==> src/hw/rtl/vcsp_pkg.sv <==
package vcsp_pkg;

  localparam int COUNT_BITS = 32;
  localparam int FIFO_DEPTH = 3;
  localparam int PTR_BITS   = $clog2(FIFO_DEPTH);
  localparam int CNT_BITS   = $clog2(FIFO_DEPTH + 1);

  localparam logic [7:0] OP_END        = 8'h66;
  localparam logic [7:0] OP_REG_WRITE  = 8'hB3;
  localparam logic [7:0] OP_WAIT_N     = 8'h61;
  localparam logic [7:0] OP_WAIT_735   = 8'h62;
  localparam logic [7:0] OP_WAIT_882   = 8'h63;
  localparam logic [7:0] OP_SHORT_LO   = 8'h70;
  localparam logic [7:0] OP_SHORT_HI   = 8'h7F;
  localparam logic [7:0] MISSING_BYTE  = 8'hFF;
  localparam logic [15:0] WAIT_735     = 16'd735;
  localparam logic [15:0] WAIT_882     = 16'd882;

  typedef enum logic [2:0] {
    KIND_END     = 3'd0,
    KIND_WRITE   = 3'd1,
    KIND_WAIT    = 3'd2,
    KIND_UNKNOWN = 3'd3,
    KIND_ENDED   = 3'd4
  } kind_e;

  typedef struct packed {
    logic [7:0] data_byte;
    logic       end_of_input;
  } in_item_t;

  typedef struct packed {
    kind_e       kind;
    logic [7:0]  opcode;
    logic [7:0]  reg_addr;
    logic [7:0]  reg_value;
    logic [15:0] wait_samples;
    logic [31:0] command_index;
    logic [31:0] write_total;
    logic [31:0] wait_total;
    logic [31:0] first_write_index;
    logic        first_write_seen;
    logic        last_of_run;
  } result_t;

  // up to two results per input transfer, in order r0 then r1
  typedef struct packed {
    logic [1:0] num;
    result_t    r0;
    result_t    r1;
  } push_t;

  function automatic logic [COUNT_BITS-1:0] sat_inc(input logic [COUNT_BITS-1:0] v);
    return (v == {COUNT_BITS{1'b1}}) ? v : v + COUNT_BITS'(1);
  endfunction

  function automatic logic [PTR_BITS-1:0] ptr_inc(input logic [PTR_BITS-1:0] p);
    return (p == PTR_BITS'(FIFO_DEPTH - 1)) ? '0 : p + PTR_BITS'(1);
  endfunction

endpackage

==> src/hw/rtl/vgm_command_stream_parser.sv <==
// command stream parser for a sound-log byte stream
// input channel: one stream byte (or an end-of-input marker) per transfer,
//   in_valid_i / in_ready_o, payload in_data_i
// output channel: one decoded command result per transfer,
//   out_valid_o / out_ready_i, payload out_data_o
// operand bytes give no result; a complete command gives one result, and an
//   end-of-input transfer gives up to two (pending command, then input ended)
// a result is written into the result queue by the transfer that completes it
// throughput: one input transfer per cycle sustained while results are taken,
//   set by the phase update and a three-entry result queue
// in_ready_o drops while the result queue holds two or more results, so a
//   stalled receiver backs up into the input after two results are waiting
// reset: phase returns to awaiting an opcode, all counts clear, the result
//   queue empties; after the end command or end of input, all further
//   transfers are taken and dropped until reset
module vgm_command_stream_parser (
  input  logic              clk_i,
  input  logic              rst_ni,
  input  logic              in_valid_i,
  output logic              in_ready_o,
  input  vcsp_pkg::in_item_t in_data_i,
  output logic              out_valid_o,
  input  logic              out_ready_i,
  output vcsp_pkg::result_t out_data_o
);

  logic            in_fire;
  logic            room2;
  vcsp_pkg::push_t push;

  assign in_ready_o = room2;
  assign in_fire    = in_valid_i && in_ready_o;

  // phase tracking, field decode and running counts
  vcsp_decoder u_decoder (
    .clk_i     (clk_i),
    .rst_ni    (rst_ni),
    .in_fire_i (in_fire),
    .in_data_i (in_data_i),
    .push_o    (push)
  );

  // result queue, doubles as output register
  vcsp_out_fifo u_out_fifo (
    .clk_i   (clk_i),
    .rst_ni  (rst_ni),
    .push_i  (push),
    .pop_i   (out_ready_i),
    .room2_o (room2),
    .valid_o (out_valid_o),
    .data_o  (out_data_o)
  );

`ifndef ASSERT_OFF
  // a double result is always a pending command followed by input ended
  a_pair_order: assert property (@(posedge clk_i) disable iff (!rst_ni)
    push.num == 2'd2 |-> (push.r1.kind == vcsp_pkg::KIND_ENDED && !push.r0.last_of_run))
    else $error("double result out of order");

  // a single result is the last one of its input transfer
  a_single_last: assert property (@(posedge clk_i) disable iff (!rst_ni)
    push.num == 2'd1 |-> push.r0.last_of_run)
    else $error("single result not marked last");

  // results only come from accepted input transfers
  a_push_needs_fire: assert property (@(posedge clk_i) disable iff (!rst_ni)
    push.num != 2'd0 |-> in_fire)
    else $error("result without input transfer");

  // a result that is offered stays offered until taken
  a_out_hold: assert property (@(posedge clk_i) disable iff (!rst_ni)
    out_valid_o && !out_ready_i |=> out_valid_o && $stable(out_data_o))
    else $error("output dropped while stalled");
`endif

endmodule

==> src/hw/rtl/vcsp_decoder.sv <==
module vcsp_decoder (
  input  logic               clk_i,
  input  logic               rst_ni,
  input  logic               in_fire_i,
  input  vcsp_pkg::in_item_t in_data_i,
  output vcsp_pkg::push_t    push_o
);

  typedef enum logic [2:0] {
    PH_OPCODE  = 3'd0,
    PH_WR_REG  = 3'd1,
    PH_WR_DATA = 3'd2,
    PH_WT_LO   = 3'd3,
    PH_WT_HI   = 3'd4
  } phase_e;

  phase_e                          phase_q, phase_d;
  logic [7:0]                      opcode_q, opcode_d;
  logic [7:0]                      operand_q, operand_d;
  logic                            finished_q, finished_d;
  logic [vcsp_pkg::COUNT_BITS-1:0] cmd_cnt_q, cmd_cnt_d;
  logic [vcsp_pkg::COUNT_BITS-1:0] wr_cnt_q, wr_cnt_d;
  logic [vcsp_pkg::COUNT_BITS-1:0] wt_cnt_q, wt_cnt_d;
  logic [vcsp_pkg::COUNT_BITS-1:0] fw_pos_q, fw_pos_d;
  logic                            fw_flag_q, fw_flag_d;

  logic              cmd_fire;
  vcsp_pkg::kind_e   cmd_kind;
  logic [7:0]        cmd_op, cmd_ra, cmd_rv;
  logic [15:0]       cmd_ws;
  logic              end_cmd;
  logic              ended;
  logic [7:0]        b;
  vcsp_pkg::result_t r_cmd, r_end;

  assign b = in_data_i.data_byte;

  always_comb begin
    phase_d    = phase_q;
    opcode_d   = opcode_q;
    operand_d  = operand_q;
    finished_d = finished_q;
    cmd_fire   = 1'b0;
    cmd_kind   = vcsp_pkg::KIND_UNKNOWN;
    cmd_op     = opcode_q;
    cmd_ra     = '0;
    cmd_rv     = '0;
    cmd_ws     = '0;
    end_cmd    = 1'b0;
    ended      = 1'b0;
    if (!finished_q) begin
      if (in_data_i.end_of_input) begin
        ended      = 1'b1;
        phase_d    = PH_OPCODE;
        finished_d = 1'b1;
        unique case (phase_q)
          PH_WR_REG: begin
            cmd_fire = 1'b1;
            cmd_kind = vcsp_pkg::KIND_WRITE;
            cmd_ra   = vcsp_pkg::MISSING_BYTE;
            cmd_rv   = vcsp_pkg::MISSING_BYTE;
          end
          PH_WR_DATA: begin
            cmd_fire = 1'b1;
            cmd_kind = vcsp_pkg::KIND_WRITE;
            cmd_ra   = operand_q;
            cmd_rv   = vcsp_pkg::MISSING_BYTE;
          end
          PH_WT_LO: begin
            cmd_fire = 1'b1;
            cmd_kind = vcsp_pkg::KIND_WAIT;
            cmd_ws   = {vcsp_pkg::MISSING_BYTE, vcsp_pkg::MISSING_BYTE};
          end
          PH_WT_HI: begin
            cmd_fire = 1'b1;
            cmd_kind = vcsp_pkg::KIND_WAIT;
            cmd_ws   = {vcsp_pkg::MISSING_BYTE, operand_q};
          end
          default: ;
        endcase
      end else begin
        unique case (phase_q)
          PH_WR_REG: begin
            operand_d = b;
            phase_d   = PH_WR_DATA;
          end
          PH_WR_DATA: begin
            phase_d  = PH_OPCODE;
            cmd_fire = 1'b1;
            cmd_kind = vcsp_pkg::KIND_WRITE;
            cmd_ra   = operand_q;
            cmd_rv   = b;
          end
          PH_WT_LO: begin
            operand_d = b;
            phase_d   = PH_WT_HI;
          end
          PH_WT_HI: begin
            phase_d  = PH_OPCODE;
            cmd_fire = 1'b1;
            cmd_kind = vcsp_pkg::KIND_WAIT;
            cmd_ws   = {b, operand_q};
          end
          default: begin
            // unused phase codes behave as awaiting an opcode
            phase_d = PH_OPCODE;
            cmd_op  = b;
            if (b == vcsp_pkg::OP_END) begin
              end_cmd    = 1'b1;
              finished_d = 1'b1;
            end else if (b == vcsp_pkg::OP_REG_WRITE) begin
              opcode_d = b;
              phase_d  = PH_WR_REG;
            end else if (b == vcsp_pkg::OP_WAIT_N) begin
              opcode_d = b;
              phase_d  = PH_WT_LO;
            end else if (b == vcsp_pkg::OP_WAIT_735) begin
              cmd_fire = 1'b1;
              cmd_kind = vcsp_pkg::KIND_WAIT;
              cmd_ws   = vcsp_pkg::WAIT_735;
            end else if (b == vcsp_pkg::OP_WAIT_882) begin
              cmd_fire = 1'b1;
              cmd_kind = vcsp_pkg::KIND_WAIT;
              cmd_ws   = vcsp_pkg::WAIT_882;
            end else if (b >= vcsp_pkg::OP_SHORT_LO && b <= vcsp_pkg::OP_SHORT_HI) begin
              cmd_fire = 1'b1;
              cmd_kind = vcsp_pkg::KIND_WAIT;
              cmd_ws   = {12'd0, b[3:0]} + 16'd1;
            end else begin
              cmd_fire = 1'b1;
              cmd_kind = vcsp_pkg::KIND_UNKNOWN;
            end
          end
        endcase
      end
    end
  end

  // running counts after the completed command
  always_comb begin
    cmd_cnt_d = cmd_cnt_q;
    wr_cnt_d  = wr_cnt_q;
    wt_cnt_d  = wt_cnt_q;
    fw_pos_d  = fw_pos_q;
    fw_flag_d = fw_flag_q;
    if (cmd_fire) begin
      cmd_cnt_d = vcsp_pkg::sat_inc(cmd_cnt_q);
      if (cmd_kind == vcsp_pkg::KIND_WRITE) begin
        wr_cnt_d = vcsp_pkg::sat_inc(wr_cnt_q);
        if (!fw_flag_q) begin
          fw_flag_d = 1'b1;
          fw_pos_d  = cmd_cnt_q;
        end
      end else if (cmd_kind == vcsp_pkg::KIND_WAIT) begin
        wt_cnt_d = vcsp_pkg::sat_inc(wt_cnt_q);
      end
    end
  end

  always_comb begin
    r_cmd.kind              = cmd_kind;
    r_cmd.opcode            = cmd_op;
    r_cmd.reg_addr          = cmd_ra;
    r_cmd.reg_value         = cmd_rv;
    r_cmd.wait_samples      = cmd_ws;
    r_cmd.command_index     = 32'(cmd_cnt_q);
    r_cmd.write_total       = 32'(wr_cnt_d);
    r_cmd.wait_total        = 32'(wt_cnt_d);
    r_cmd.first_write_index = fw_flag_d ? 32'(fw_pos_d) : 32'd0;
    r_cmd.first_write_seen  = fw_flag_d;
    r_cmd.last_of_run       = !ended;

    r_end                   = r_cmd;
    r_end.kind              = ended ? vcsp_pkg::KIND_ENDED : vcsp_pkg::KIND_END;
    r_end.opcode            = ended ? 8'd0 : b;
    r_end.reg_addr          = '0;
    r_end.reg_value         = '0;
    r_end.wait_samples      = '0;
    r_end.command_index     = 32'(cmd_cnt_d);
    r_end.last_of_run       = 1'b1;
  end

  always_comb begin
    push_o.num = 2'd0;
    push_o.r0  = cmd_fire ? r_cmd : r_end;
    push_o.r1  = r_end;
    if (in_fire_i) begin
      if (cmd_fire && ended) begin
        push_o.num = 2'd2;
      end else if (cmd_fire || ended || end_cmd) begin
        push_o.num = 2'd1;
      end
    end
  end

  always_ff @(posedge clk_i or negedge rst_ni) begin
    if (!rst_ni) begin
      phase_q    <= PH_OPCODE;
      opcode_q   <= '0;
      operand_q  <= '0;
      finished_q <= 1'b0;
      cmd_cnt_q  <= '0;
      wr_cnt_q   <= '0;
      wt_cnt_q   <= '0;
      fw_pos_q   <= '0;
      fw_flag_q  <= 1'b0;
    end else if (in_fire_i) begin
      phase_q    <= phase_d;
      opcode_q   <= opcode_d;
      operand_q  <= operand_d;
      finished_q <= finished_d;
      cmd_cnt_q  <= cmd_cnt_d;
      wr_cnt_q   <= wr_cnt_d;
      wt_cnt_q   <= wt_cnt_d;
      fw_pos_q   <= fw_pos_d;
      fw_flag_q  <= fw_flag_d;
    end
  end

endmodule

==> src/hw/rtl/vcsp_out_fifo.sv <==
module vcsp_out_fifo (
  input  logic              clk_i,
  input  logic              rst_ni,
  input  vcsp_pkg::push_t   push_i,
  input  logic              pop_i,
  output logic              room2_o,
  output logic              valid_o,
  output vcsp_pkg::result_t data_o
);

  vcsp_pkg::result_t                 mem_q [vcsp_pkg::FIFO_DEPTH];
  logic [vcsp_pkg::PTR_BITS-1:0]     head_q, head_d;
  logic [vcsp_pkg::PTR_BITS-1:0]     tail_q, tail_d;
  logic [vcsp_pkg::CNT_BITS-1:0]     cnt_q, cnt_d;
  logic [vcsp_pkg::PTR_BITS-1:0]     tail_p1;

  assign tail_p1 = vcsp_pkg::ptr_inc(tail_q);
  assign valid_o = (cnt_q != '0);
  assign data_o  = mem_q[head_q];
  // two free entries are needed for the worst-case transfer
  assign room2_o = (cnt_q <= vcsp_pkg::CNT_BITS'(vcsp_pkg::FIFO_DEPTH - 2));

  always_comb begin
    head_d = (pop_i && valid_o) ? vcsp_pkg::ptr_inc(head_q) : head_q;
    tail_d = tail_q;
    case (push_i.num)
      2'd1:    tail_d = tail_p1;
      2'd2:    tail_d = vcsp_pkg::ptr_inc(tail_p1);
      default: tail_d = tail_q;
    endcase
    cnt_d = cnt_q + vcsp_pkg::CNT_BITS'(push_i.num)
          - vcsp_pkg::CNT_BITS'(pop_i && valid_o);
  end

  always_ff @(posedge clk_i) begin
    if (push_i.num != 2'd0) begin
      mem_q[tail_q] <= push_i.r0;
    end
    if (push_i.num == 2'd2) begin
      mem_q[tail_p1] <= push_i.r1;
    end
  end

  always_ff @(posedge clk_i or negedge rst_ni) begin
    if (!rst_ni) begin
      head_q <= '0;
      tail_q <= '0;
      cnt_q  <= '0;
    end else begin
      head_q <= head_d;
      tail_q <= tail_d;
      cnt_q  <= cnt_d;
    end
  end

endmodule

==> config.mk <==
export PLATFORM = sky130hd
export DESIGN_NAME = vgm_command_stream_parser
export DESIGN_NICKNAME = d
export VERILOG_FILES = /design/src/hw/rtl/vcsp_pkg.sv /design/src/hw/rtl/vgm_command_stream_parser.sv /design/src/hw/rtl/vcsp_decoder.sv /design/src/hw/rtl/vcsp_out_fifo.sv
export SDC_FILE = /design/constraint.sdc
export NUM_CORES = 1
export LEC_CHECK = 0
export ABC_AREA = 1
export BUFFER_PORTS_ARGS = -buffer_cell sky130_fd_sc_hd__buf_2
export CAP_MARGIN = 30
export CORE_MARGIN = 2
export CORE_UTILIZATION = 44
export DETAILED_ROUTE_END_ITERATION = 7
export SLEW_MARGIN = 0
export SYNTH_ARGS = -nofsm -noshare
export SYNTH_HDL_FRONTEND = slang
export SYNTH_SLANG_ARGS = --single-unit
==> constraint.sdc <==
create_clock -name clk_i -period 6.1 [get_ports clk_i]
set_input_delay 0 -clock clk_i [delete_from_list [all_inputs] [get_ports clk_i]]
set_output_delay 0 -clock clk_i [all_outputs]
set_load 0.1 [all_outputs]
==> summary.log <==
INFO  synthesis      netlist_area=0.0343sqmm
INFO  clocking       cts.sink_count=674
INFO  timing         grt_setup_unrepaired=no
INFO  pwr            total_leakage_power=15.8nW
INFO  route          drt.antenna.violating_nets=0
INFO  timing         timing.clock.skew=30.1ps
INFO  grt            grt_use_met1=0.347
INFO  finish         combined_area_of_the_multi_input_logic_cells=0.0134sqmm
INFO  pwr            power.clock.fraction=0.254
INFO  synthesis      netlist.top_cell.by_area=sky130_fd_sc_hd__edfxtp_1
INFO  timing         post-route-min-period=4750ps
INFO  timing         final.period_utilization=0.779
INFO  finish         fillCellCount=7564
INFO  clocking       clk_transition_reported_paths=70ps
INFO  grt            grt_antenna_before_repair=0
INFO  pwr            power_report.internal_total=8.41mW
INFO  clocking       postCtsHoldBufs=13
INFO  synthesis      synthDominantCellAreaShare=0.362
INFO  finish         final_cells=5414
INFO  grt            grtUsageMet2=0.418
INFO  placed_design  detailedPlacementHpwl=62600um
INFO  clocking       cts_repair_resize_count=0
INFO  critical_path  timing.critical_path.required=6430ps
INFO  min_path       hold_path_endpoint=u_decoder.wt_cnt_q[23]
INFO  critical_path  worst-r2r-setup-slack=1350ps
INFO  synthesis      ys_top_cells_by_area=sky130_fd_sc_hd__edfxtp_1, sky130_fd_sc_hd__nand2_1, sky130_fd_sc_hd__dfrtp_1
INFO  critical_path  start_kind=flip-flop
INFO  min_path       timing.hold.worst.start=in_valid_i
INFO  clocking       cts-htree-levels=3
INFO  clocking       worst_skew_pair.late_latency=620ps
INFO  timing         timing.slew.headroom=0.293
INFO  pwr            peakVddDrop=0.000424V
INFO  synthesis      syn_avg_cell_area=8.07squm
INFO  route          drt_pass1_iterations=6
INFO  timing         fmax=210MHz
INFO  finish         fin_util=0.497
INFO  grt            routing_layer_with_the_top_usage_in_global_route=met2
INFO  timing         hold_violations=0
INFO  grt            gr-usage-all-layers=0.253
INFO  placed_design  dpl.cell_count=5262
INFO  clocking       clk_root_buffer_cell=sky130_fd_sc_hd__clkbuf_16
INFO  finish         syn_to_final_growth=12.1%
INFO  route          avgViaCountPerCell=5.38
INFO  synthesis      synth.yosys.seq_area_share=0.537
INFO  grt            grt_first_pass_wirelength=162000um
INFO  route          drt_first_iter_violations=2238
INFO  synthesis      net_count_synth=4273
INFO  floorplan      i_o_pins=188
INFO  floorplan      die-height=283um
INFO  timing         sum_of_negative_setup_slack=0ps
INFO  synthesis      synthFlopType=sky130_fd_sc_hd__edfxtp_1
INFO  placed_design  port_buffers=187
INFO  clocking       clockBufferDepth=3
INFO  synthesis      synth_cell_types=40
INFO  run_status     outcome=finished, final reports clean
INFO  route          route.detailed.drc=0
INFO  synthesis      synth_most_common_cell=sky130_fd_sc_hd__nand2_1
INFO  floorplan      floorplan.die.width=283um
INFO  grt            pin_count_of_the_biggest_net_entering_global_routing=168
INFO  min_path       worstHoldPathType=primary input to flip-flop
INFO  finish         seqCellArea=0.0184sqmm
INFO  floorplan      floorplan.core_area=0.0773sqmm
INFO  pwr            switching_power=8.48mW
INFO  floorplan      start_util=0.444
INFO  route          detailed_route_via_count=29200
INFO  critical_path  kind_of_critical_path=flip-flop to flip-flop
INFO  grt            grtUsageMet3=0.0395
INFO  synthesis      synth_edf_count=414
INFO  clocking       cts_made_buffers=75
INFO  synthesis      synth-seq-cells=674
INFO  clocking       tritoncts=yes
INFO  critical_path  rr_endpoint=u_out_fifo.mem_q[0][10]
INFO  pwr            power.density_cell_area=439mW/mm^2
INFO  synthesis      synth-async-reset-ratio=0.230
INFO  floorplan      die_area=0.0802sqmm
INFO  route          drt_wl_total=103000um
INFO  route          routed_wire_length_per_instance=19.0um
INFO  timing         drv_slew=0
INFO  critical_path  timing.critical_path.to_type=flip-flop
INFO  critical_path  regToRegStartpoint=u_decoder.phase_q[1]
INFO  clocking       cts.repair_timing.setup_buffer_count=0
INFO  synthesis      synthCells=4250
INFO  critical_path  critical_path_arrival=5090ps
INFO  pwr            seq_power_share=0.314
INFO  critical_path  critPathMostFrequentCell=sky130_fd_sc_hd__nand3_1
INFO  timing         timing.final.setup_violations=0
INFO  min_path       worstHoldPathCells=6
INFO  synthesis      synth.cells.most_frequent=sky130_fd_sc_hd__nand2_1, sky130_fd_sc_hd__nand3_1, sky130_fd_sc_hd__edfxtp_1
INFO  placed_design  place_congestion=0.946
INFO  critical_path  ff2ff_path_depth=14
INFO  timing         worst_slew_pin_slew=1060ps
INFO  floorplan      rows=102
INFO  finish         fin_nets=4338
INFO  critical_path  cp_slowest_stage_delay=760ps
INFO  grt            grt.overflow.total=0
INFO  critical_path  timing.critical_path.fanout_max=68
INFO  grt            grt_pass1_vias=27900
INFO  pwr            switching_share=0.502
INFO  critical_path  slowest_stage=sky130_fd_sc_hd__buf_4
INFO  run            cap_violations=0
INFO  pwr            report.power.total=16.9mW
INFO  pwr            power.share.combinational=0.432
INFO  critical_path  cp_cell_sequence=inv_1, nand3_1, nand2_2, inv_2, a31oi_1, nand3_1, nand3_1, ha_1, nor2_4, nor2_4, buf_4, nor2_1, inv_2, nor2_1
INFO  synthesis      yosys_warnings=0
INFO  finish         drive_above_1_share=0.0906
## state kept, by name (all words and copies together) (netlist names), 2 cells and up
name and cells:
u_decoder.cmd_cnt_q 32, u_decoder.fw_pos_q 32, u_decoder.opcode_q 8, u_decoder.operand_q 8, u_decoder.phase_q 3, u_decoder.wr_cnt_q 32
u_decoder.wt_cnt_q 32, u_out_fifo.cnt_q 2, u_out_fifo.head_q 2, u_out_fifo.mem_q 519, u_out_fifo.tail_q 2
## how the worst max path moves through the flow
stage          cells past startpoint                  from                       end  slack, ps
2_1_floorplan                     13  u_decoder.phase_q[0]  u_out_fifo.mem_q[0][100]          5
3_3_place_gp                      14  u_decoder.phase_q[1]   u_out_fifo.mem_q[0][21]       1520
3_5_place_dp                      14  u_decoder.phase_q[1]   u_out_fifo.mem_q[0][10]       1430
4_1_cts                           14  u_decoder.phase_q[1]   u_out_fifo.mem_q[0][10]       1420
5_1_grt                           14  u_decoder.phase_q[1]   u_out_fifo.mem_q[0][15]        970
6_report                          14  u_decoder.phase_q[1]   u_out_fifo.mem_q[0][10]       1350
## logic make-up after synthesis
logic type	count (synthesis)	share of synthesized area
flip-flops	674	0.537
AND/OR/NAND/NOR	2343	0.284
buffers and inverters	667	0.0747
AO/OA/AOI/OAI	535	0.0961
XOR/XNOR	21	0.00536
adder cells (fa/ha/maj)	10	0.00365
## layout make-up
class / instances / share of cell area
Timing Repair Buffer: 240 / 0.0385
Sequential cell: 674 / 0.479
Multi-Input combinational cell: 2909 / 0.349
Clock inverter: 16 / 0.00224
Clock buffer: 119 / 0.0568
Inverter: 415 / 0.0408
Tap cell: 1040 / 0.0338
Antenna cell: 1 / 0.0000651
## metal layers
layer	part of all wire	vias to the layer above
met4	0.025	0
met3	0.059	133
met5	0	-
met2	0.47	805
li1	-	14200
met1	0.45	14100
## through the flow
| stage | area [sq um] | hold slack, ps | worst slack, ps |
|---|---|---|---|
| 2_1_floorplan | 34300 | -296 | 4.81 |
| 3_3_place_gp | 36000 | -108 | 1520 |
| 3_5_place_dp | 36000 | -113 | 1430 |
| 4_1_cts | 38400 | 127 | 1420 |
| 5_1_grt | 38500 | 189 | 975 |
| 6_report | 38500 | 169 | 1350 |
## layout by cell type (no fill, tap or decap), types with 12 or more instances in the layout
master,n
sky130_fd_sc_hd__nand2_1,1396
sky130_fd_sc_hd__nand3_1,464
sky130_fd_sc_hd__edfxtp_1,414
sky130_fd_sc_hd__inv_1,379
sky130_fd_sc_hd__nor2_1,333
sky130_fd_sc_hd__buf_2,186
sky130_fd_sc_hd__o211ai_1,160
sky130_fd_sc_hd__dfrtp_1,153
sky130_fd_sc_hd__o21ai_0,150
sky130_fd_sc_hd__a21oi_1,122
sky130_fd_sc_hd__dfxtp_1,105
sky130_fd_sc_hd__clkbuf_16,78
sky130_fd_sc_hd__and2_1,39
sky130_fd_sc_hd__o21a_1,33
sky130_fd_sc_hd__clkbuf_1,33
sky130_fd_sc_hd__buf_4,33
sky130_fd_sc_hd__inv_2,31
sky130_fd_sc_hd__nor3_1,31
sky130_fd_sc_hd__nand4_1,29
sky130_fd_sc_hd__xor2_1,19
sky130_fd_sc_hd__o22ai_1,19
sky130_fd_sc_hd__nand3b_1,16
sky130_fd_sc_hd__a31oi_1,15
sky130_fd_sc_hd__o221ai_1,15
sky130_fd_sc_hd__dlygate4sd3_1,12
## power by group through the flow
stage	sequential, mW	combinational [mW]	clock (mW)
6_report	5.30	7.30	4.29
5_1_grt	5.33	7.60	4.53
4_1_cts	5.29	7.33	4.37
3_5_place_dp	5.38	7.30	0
3_3_place_gp	5.38	7.29	0
2_1_floorplan	5.15	5.94	0
## worst max-delay path, delay by kind of cell, from the launching register on
| kind | cells | cell delay (ps) |
|---|---|---|
| AO/OA/AOI/OAI | 1 | 200 |
| adder cells (fa/ha/maj) | 1 | 360 |
| buffers and inverters | 4 | 1640 |
| flip-flops | 1 | 390 |
| AND/OR/NAND/NOR | 8 | 1770 |
Note: power is estimated with default switching activity, not from simulation.
